`config.mk`:
```
export PLATFORM = sky130hd
export DESIGN_NAME = tlc_front
export DESIGN_NICKNAME = d
export VERILOG_FILES = /design/src/design/tlc_pkg.sv /design/src/design/tlc_front.sv
export SDC_FILE = /design/constraint.sdc
export NUM_CORES = 1
export LEC_CHECK = 0
export BUFFER_PORTS_ARGS = -buffer_cell sky130_fd_sc_hd__buf_2
export CAP_MARGIN = 20
export CORE_MARGIN = 5
export CORE_UTILIZATION = 52
export CTS_CLUSTER_SIZE = 14
export DETAILED_ROUTE_END_ITERATION = 12
export GPL_TIMING_DRIVEN = 0
export HOLD_SLACK_MARGIN = 0.06
export MAX_ROUTING_LAYER = met4
export PLACE_DENSITY = 0.84
export SYNTH_ARGS = -nofsm -noshare
export SYNTH_HDL_FRONTEND = slang
export SYNTH_SLANG_ARGS = --single-unit
```
`constraint.sdc`:
```
create_clock -name clk -period 5.3 [get_ports clk]
set_input_delay 0.795 -clock clk [delete_from_list [all_inputs] [get_ports clk]]
set_output_delay 0.795 -clock clk [all_outputs]
set_load 0.02 [all_outputs]
```
`src/design/tlc_pkg.sv`:
```
package tlc_pkg;

  localparam int ADDR_W = 32;

  localparam int L1_SETS        = 64;
  localparam int L1_WAYS        = 4;
  localparam int L1_BLOCK_BYTES = 32;
  localparam int L2_SETS        = 512;
  localparam int L2_WAYS        = 8;
  localparam int L2_BLOCK_BYTES = 64;

  localparam int L1_OFF_W = $clog2(L1_BLOCK_BYTES);
  localparam int L1_SET_W = $clog2(L1_SETS);
  localparam int L1_TAG_W = ADDR_W - L1_OFF_W - L1_SET_W;
  localparam int L1_WAY_W = $clog2(L1_WAYS);
  localparam int L2_OFF_W = $clog2(L2_BLOCK_BYTES);
  localparam int L2_SET_W = $clog2(L2_SETS);
  localparam int L2_TAG_W = ADDR_W - L2_OFF_W - L2_SET_W;
  localparam int L2_WAY_W = $clog2(L2_WAYS);

  localparam logic [2:0] ST_NONE  = 3'd0;
  localparam logic [2:0] ST_RHIT  = 3'd1;
  localparam logic [2:0] ST_RMISS = 3'd2;
  localparam logic [2:0] ST_WHIT  = 3'd3;
  localparam logic [2:0] ST_WMISS = 3'd4;

  typedef struct packed {
    logic                is_write;
    logic [L1_SET_W-1:0] l1_set;
    logic [L1_TAG_W-1:0] l1_tag;
    logic [L2_SET_W-1:0] l2_set;
    logic [L2_TAG_W-1:0] l2_tag;
  } item_t;

  typedef struct packed {
    logic                valid;
    logic                dirty;
    logic [L1_TAG_W-1:0] tag;
  } l1_way_t;

  typedef struct packed {
    logic [L1_WAY_W-1:0]         ptr;
    l1_way_t [L1_WAYS-1:0]       way;
  } l1_row_t;

  typedef struct packed {
    logic                valid;
    logic                dirty;
    logic [L2_TAG_W-1:0] tag;
  } l2_way_t;

  typedef struct packed {
    logic [L2_WAY_W-1:0]         ptr;
    l2_way_t [L2_WAYS-1:0]       way;
  } l2_row_t;

endpackage

```
`src/design/tlc_front.sv`:
```
module tlc_front (
  input  logic                          clk,
  input  logic                          rst_n,
  input  logic                          in_valid,
  output logic                          in_ready,
  input  logic                          in_opcode,
  input  logic [tlc_pkg::ADDR_W-1:0]    in_address,
  input  logic                          clearing,
  output logic                          q_valid,
  input  logic                          q_ready,
  output tlc_pkg::item_t                q_item
);
  import tlc_pkg::*;

  item_t       q_r [2];
  logic        wr_ptr_r, wr_ptr_nxt;
  logic        rd_ptr_r, rd_ptr_nxt;
  logic [1:0]  cnt_r, cnt_nxt;
  item_t       item_in;
  logic        push, pop;

  always_comb begin
    item_in.is_write = in_opcode;
    item_in.l1_set   = in_address[L1_OFF_W +: L1_SET_W];
    item_in.l1_tag   = in_address[ADDR_W-1 -: L1_TAG_W];
    item_in.l2_set   = in_address[L2_OFF_W +: L2_SET_W];
    item_in.l2_tag   = in_address[ADDR_W-1 -: L2_TAG_W];
  end

  assign in_ready = !clearing && (cnt_r != 2'd2);
  assign push     = in_valid && in_ready;
  assign q_valid  = (cnt_r != 2'd0);
  assign pop      = q_valid && q_ready;
  assign q_item   = q_r[rd_ptr_r];

  always_comb begin
    wr_ptr_nxt = push ? !wr_ptr_r : wr_ptr_r;
    rd_ptr_nxt = pop ? !rd_ptr_r : rd_ptr_r;
    cnt_nxt    = cnt_r + 2'(push) - 2'(pop);
  end

  always_ff @(posedge clk) begin
    if (!rst_n) begin
      wr_ptr_r <= 1'b0;
      rd_ptr_r <= 1'b0;
      cnt_r    <= 2'd0;
    end else begin
      wr_ptr_r <= wr_ptr_nxt;
      rd_ptr_r <= rd_ptr_nxt;
      cnt_r    <= cnt_nxt;
    end
    if (push) begin
      q_r[wr_ptr_r] <= item_in;
    end
  end

endmodule

```
Word-level counts from Yosys, hierarchy flattened. Memory sizes are Yosys's and may differ from the RTL's. A register that Yosys moved wholly into a read port is not among the register bits. Index checks and enable logic that the tools add are counted.

Output and inout port bits: 56. Flip-flop bits (word level): 4. Memories: 1. Bits in writable memories: 108. Input port bits: 38.

Eq/ne operators: 1. Muxes and demuxes: 4. Reduce and logical (&&, ||, !) cells: 7. Add/subtract/negate cells: 2.

Memory list: q_r (words 2, width 54, read ports 1, clocked after memory_dff 1, wr ports 1, line tlc_front.sv:15) `item_t q_r [2];`.

Operators with widths (count): $mux 1 (4); $logic_and 1x1->1 (3); $logic_not 1->1 (3); $add 2x1->2 (1); $ne 2x2->1 const B (1); $reduce_bool 2->1 (1); $sub 2x1->2 (1).

Logic depth before layout (Yosys ltp). Gate-level depths: netlist of the first run.

Word-level depth: 5. Mapped depth: 9.

Worst setup path before layout of the first run. No wires, ideal clock.

Kind: input-to-reg. From: input clearing. To: memory q_r[1][26] in the netlist's numbering, enable pin. Buffers on the path: 0. Cell stages on the path: 2. Path slack: 2939 ps. Library setup time: 388 ps. Required time: 4912 ps. Arrival: 1973 ps. Cells stage by stage: nor2_1 and3_1.

Longest elaborated chain between the ends: 5.

RTL lines: start: declaration (line tlc_front.sv:8) `input logic clearing,`; $logic_not 1->1 (line tlc_front.sv:30) `assign in_ready = !clearing && (cnt_r != 2'd2);`; $logic_and 1x1->1 (line tlc_front.sv:30); $logic_and 1x1->1 (line tlc_front.sv:31) `assign push = in_valid && in_ready;`; $mux 1 (line tlc_front.sv:52) `if (push) begin`; $mux 1 (not written as such) (line tlc_front.sv:53) `q_r[wr_ptr_r] <= item_in;`; end: declaration (line tlc_front.sv:15).

No other way between the ends.

==> impl_metrics.json, run 1 <==
{
  "synth_seq_area_share_pct": 72.2,
  "initial_core_util_pct": 52.9,
  "worst_path_largest_cell_delay_ns": 0.36,
  "via_count": 1441,
  "critPathTopFamily": "buffers and inverters",
  "cts-root-buf": "clkbuf_8",
  "die_w_um": 78.9,
  "syn-cell-area_um2": 2470,
  "design.die.area_um2": 6220,
  "synthTopCellsByCount": "edfxtp_1, mux2_1, buf_4, dfxtp_1, nor2_1",
  "cts_resized": 0,
  "synthDistinctLibCells": 22,
  "ys_ff_latch": 61,
  "maxSlewHeadroom_pct": 48.7,
  "cts_tree": "done",
  "synthTopCellsByArea": "edfxtp_1, mux2_1, buf_4, dfxtp_1, ha_1",
  "syn_avg_cell_area_um2": 17.5,
  "p_per_area_nw_per_um2": 467,
  "placed_cells": 285,
  "grt.overflow.total": 0,
  "dp.final_hpwl_mm": 3.27,
  "nNetsFinal": 282,
  "grt_max_degree": 17,
  "ys.flop_type": "edfxtp_1",
  "arrival_ns": 1.71,
  "ir_drop_uv": 239,
  "clockBufferDepth": 2,
  "worst_pin_slew_ns": 0.769,
  "post_cts_buffers": 0,
  "regArea_um2": 1780,
  "synth_edf_count": 56,
  "fin_crit_ns": 2.51,
  "finalHoldViolCount": 0,
  "wl_mm": 4.47,
  "rsz0062_at_grt": "no",
  "status": "finished, final reports clean",
  "routedWlPerCell_um": 14.9,
  "holdBufCountCts": 0,
  "worstSetupEndpointType": "output pin",
  "fillers": 324,
  "hold_class": "flop to flop",
  "port_buffers": 88,
  "fin_util_pct": 68.4,
  "cts_buffers": 9,
  "fmax_mhz": 399,
  "drv_slew": 0,
  "start_kind": "flop",
  "maxCapViolCount": 0,
  "clock-sinks": 61,
  "fin_skew_ns": 0.0107,
  "drive_gt1_share_pct": 54.7,
  "viasPerCell": 4.79,
  "async_reset_ff_share_pct": 0,
  "yosysTopAreaCell": "edfxtp_1",
  "remaining_drc_errors": 0,
  "grt_pass1_vias": 1545,
  "critPathBufInv": 4,
  "row_count": 25,
  "ios": 94,
  "grt_usage_pct": 15.8,
  "final_cell_area_um2": 3190,
  "syn_nets": 181,
  "htree_levels": 3,
  "gp_congestion": 0.690,
  "synth_most_common_cell": "edfxtp_1",
  "multi_input_area_um2": 452,
  "finalSetupViolations": 0,
  "fin_cells": 301,
  "synthCells": 141,
  "antenna_cells": 0,
  "synth_top_area_share_pct": 68.2,
  "syn_to_final_growth_pct": 29.2,
  "placed_area_um2": 3030,
  "core_um2": 4660,
  "clkTransAtPathRegs_ns": 0.06,
  "grt_pass1_wl_mm": 7.07,
  "yosysWarnings": 0,
  "cp_max_fo": 10,
  "path_cells": "buf_2 > buf_6 > mux2_1 > buf_4 > buf_2",
  "timing.setup.tns_ns": 0,
  "first_pass_iters": 4,
  "worstSkewPairLatency_ns": 0.32,
  "antenna_found_initial": 0,
  "ant_nets": 0,
  "p_leak_nw": 1.35,
  "cp_slowest_cell": "mux2_1",
  "die_y_um": 78.9,
  "critical_path.most_common_cell": "buf_2",
  "critPathRequiredTime_ns": 4.51,
  "crit_type": "flop to output pin",
  "finalCritPeriodShare_pct": 47.3,
  "drt-initial-drc-count": 97
}
## routing by layer
metal / track usage [%] / share of wire [%]
met5: - / 0
met4: 8.59 / 1.5
met3: 4.65 / 6.7
met2: 27.2 / 52
met1: 16.2 / 40
## sequential cells by signal, summed over array words and instances, names as in the netlist, named ones only
| name | flops |
|---|---|
| cnt_r | 2 |
| wr_ptr_r | 1 |
| rd_ptr_r | 1 |
| q_r | 56 |
## layout make-up
cell class,instances,share of cell area (%)
clock inverters,6,0.942
well taps,54,2.12
repair buffers,90,15.5
clock buffers,10,4.00
plain buffers,29,6.99
multi-input cells,48,14.2
flip-flops and latches,61,55.9
inverters,3,0.353
## cells by family (layout without fill, tap and decap cells)
group	after synthesis	after routing	share of synthesized area [%]
flip-flops	61	61	72.2
multiplexers	28	28	12.8
AND/OR/NAND/NOR	13	13	3.04
AO/OA/AOI/OAI	3	3	0.760
buffers and inverters	32	138	9.48
adder cells (fa/ha/maj)	2	2	1.01
XOR/XNOR	2	2	0.710
## power by group
group	switching, mW	internal (mW)
Sequential	0.0166	0.576
Clock	0.162	0.164
Combinational	0.324	0.248
## layout by cell type (no fill, tap or decap)
cell type and count:
buf_4 26, nor2_1 4, buf_2 89, and3_1 1, o21a_2 1, or3_1 1, and2_1 2, xor2_1 1
nor3_1 1, a21oi_1 1, dfxtp_1 5, buf_16 2, inv_1 3, ha_1 2, mux2_1 28, nor2b_4 1
buf_6 2, xnor2_1 1, nand2b_1 1, clkinv_1 2, nand2_1 1, edfxtp_1 56, o21ai_0 1, or2_2 1
clkinv_2 3, clkbuf_8 9, clkinvlp_4 1, clkbuf_1 1
## worst paths after layout
path | to | from | depth (start not counted) | slack (ns)
max reg2reg | q_r[1][35]$_DFFE_PP_ | cnt_r[1]$_SDFF_PN0_ | 4 | 3.46
max | q_item[43] | flop | 5 | 2.79
min | wr_ptr_r$_SDFFE_PN0P_ | wr_ptr_r$_SDFFE_PN0P_ | 2 | 0.50
min reg2reg | wr_ptr_r$_SDFFE_PN0P_ | wr_ptr_r$_SDFFE_PN0P_ | 2 | 0.50
## stage by stage
step	hold WS (ns)	worst slack (ns)	power [mW]
6_report	0.497	2.79	1.49
4_1_cts	0.501	2.74	1.51
2_1_floorplan	0.458	2.94	1.00
3_3_place_gp	0.466	2.69	1.16
5_1_grt	0.511	2.67	1.57
3_5_place_dp	0.487	2.89	1.18
## worst reg2reg max path, cell delays in order (launching register included)
cell     delay (ns)
dfxtp_1        0.34
nor2b_4        0.14
nor2_1         0.15
and3_1         0.69
buf_16         0.24
No activity file was read; power rests on OpenSTA's default activity.
==> inputs of run 2 (changes only) <==
- CORE_UTILIZATION: 52 -> 44
- PLACE_DENSITY: 0.84 -> 0.76
- clock period: 5.3 -> 2.3 ns (I/O delays scaled with it)
==> run 2 against run 1 <==
- sequential share of layout area is 0.82 points lower
- register-to-register slack worse by 2.9 ns
- global-route usage shrank 2.9 points
- cell count increased by 6.0%
- power grew 140%
==> impl_metrics.json, run 2 (synthesis results as in run 1) <==
{
  "grt_usage_pct": 12.9,
  "nNetsFinal": 282,
  "first_pass_iters": 4,
  "cts_buffers": 9,
  "grt_pass1_vias": 1486,
  "critPathTopFamily": "buffers and inverters",
  "core_um2": 5470,
  "drt-initial-drc-count": 44,
  "worstSkewPairLatency_ns": 0.33,
  "status": "finished, final reports clean",
  "drv_slew": 0,
  "crit_type": "flop to output pin",
  "design.die.area_um2": 7210,
  "ios": 94,
  "hp-start": "in_address[23]",
  "syn_to_final_growth_pct": 31.1,
  "initial_core_util_pct": 45.1,
  "routedWlPerCell_um": 13.6,
  "drive_gt1_share_pct": 54.7,
  "post_cts_buffers": 0,
  "ir_drop_uv": 553,
  "grt.overflow.total": 0,
  "die_y_um": 84.9,
  "grt_pass1_wl_mm": 6.84,
  "ant_nets": 0,
  "clockBufferDepth": 2,
  "finalHoldViolCount": 0,
  "arrival_ns": 1.74,
  "hold_class": "input pin to flop",
  "viasPerCell": 4.45,
  "critPathRequiredTime_ns": 1.96,
  "p_leak_nw": 1.36,
  "row_count": 27,
  "maxSlewHeadroom_pct": 59.2,
  "fillers": 450,
  "cts_resized": 0,
  "cp_slowest_cell": "mux2_1",
  "dp.final_hpwl_mm": 3.15,
  "cts-root-buf": "clkbuf_8",
  "port_buffers": 88,
  "fin_cells": 319,
  "clock-sinks": 61,
  "fmax_mhz": 479,
  "htree_levels": 3,
  "cp_max_fo": 10,
  "final_cell_mix": "buf_2, edfxtp_1, mux2_1",
  "fin_crit_ns": 2.09,
  "maxCapViolCount": 0,
  "rsz0062_at_grt": "no",
  "critical_path.most_common_cell": "buf_2",
  "clkTransAtPathRegs_ns": 0.07,
  "start_kind": "flop",
  "dp_slack_ns": 0.407,
  "reg.largest.list": "q_r x56, cnt_r x2",
  "finalSetupViolations": 0,
  "antenna_found_initial": 0,
  "reg2reg_from": "cnt_r[0]$_SDFF_PN0_",
  "placed_cells": 303,
  "gp_congestion": 0.725,
  "antenna_cells": 0,
  "rrSetupSlack_ns": 0.53,
  "remaining_drc_errors": 0,
  "worstSetupEndpointType": "output pin",
  "holdBufCountCts": 0,
  "wl_mm": 4.33,
  "critPathBufInv": 4,
  "worst_pin_slew_ns": 0.612,
  "die_w_um": 84.9,
  "fin_skew_ns": 0.00845,
  "p_per_area_nw_per_um2": 1100,
  "regMostFlops": "q_r",
  "largest_register_ffs": 56,
  "path_cells": "buf_2 > buf_6 > mux2_1 > buf_4 > buf_2",
  "grt_max_degree": 20,
  "worst_path_largest_cell_delay_ns": 0.36,
  "finalCritPeriodShare_pct": 90.8,
  "layout_setup_ws_ns": 0.211,
  "final_common_cell": "buf_2",
  "cts_tree": "done",
  "via_count": 1418,
  "timing.setup.tns_ns": 0
}
## run 2: worst paths after layout
path | to | depth (start not counted)
max | q_item[48] | 5
min reg2reg | wr_ptr_r$_SDFFE_PN0P_ | 2
min | q_r[1][38]$_DFFE_PP_ | 1
max reg2reg | q_r[0][37]$_DFFE_PP_ | 4
## run 2: stage by stage
stage | utilization [%] | hold slack, ns | cell area, um^2 | power, mW
after floorplan | - | 0.444 | 2470 | 2.31
after global routing | 59.1 | 0.186 | 3240 | 3.74
after CTS | 59.1 | 0.184 | 3240 | 3.61
after global placement | 54.8 | 0.469 | 3000 | 2.68
final | 59.1 | 0.205 | 3240 | 3.55
after detailed placement | 55.8 | 0.500 | 3050 | 2.73
## run 2: cell type report
type | instances | area, um^2 | area share [%]
Inverter | 3 | 11.3 | 0.348
Timing Repair Buffer | 90 | 495 | 15.3
Clock inverter | 5 | 51.3 | 1.59
Buffer | 29 | 223 | 6.88
Multi-Input combinational cell | 48 | 452 | 14.0
Tap cell | 72 | 90.1 | 2.78
Clock buffer | 11 | 131 | 4.06
Sequential cell | 61 | 1780 | 55.1
## run 2: layer usage
metal / wire length (um) / vias to the layer above / GRT usage, % / part of all wire, %
li1: - / 696 / - / -
met1: 1760 / 657 / 14.2 / 41
met2: 2200 / 56 / 21.4 / 51
met3: 283 / 9 / 3.30 / 6.5
met4: 87 / 0 / 6.62 / 2.0
met5: 0 / - / - / 0
## run 2: power breakdown
group | switching, mW | leakage, nW | internal [mW]
Sequential | 0.0369 | 0.554 | 1.33
Clock | 0.374 | 0.0907 | 0.493
Combinational | 0.746 | 0.711 | 0.572
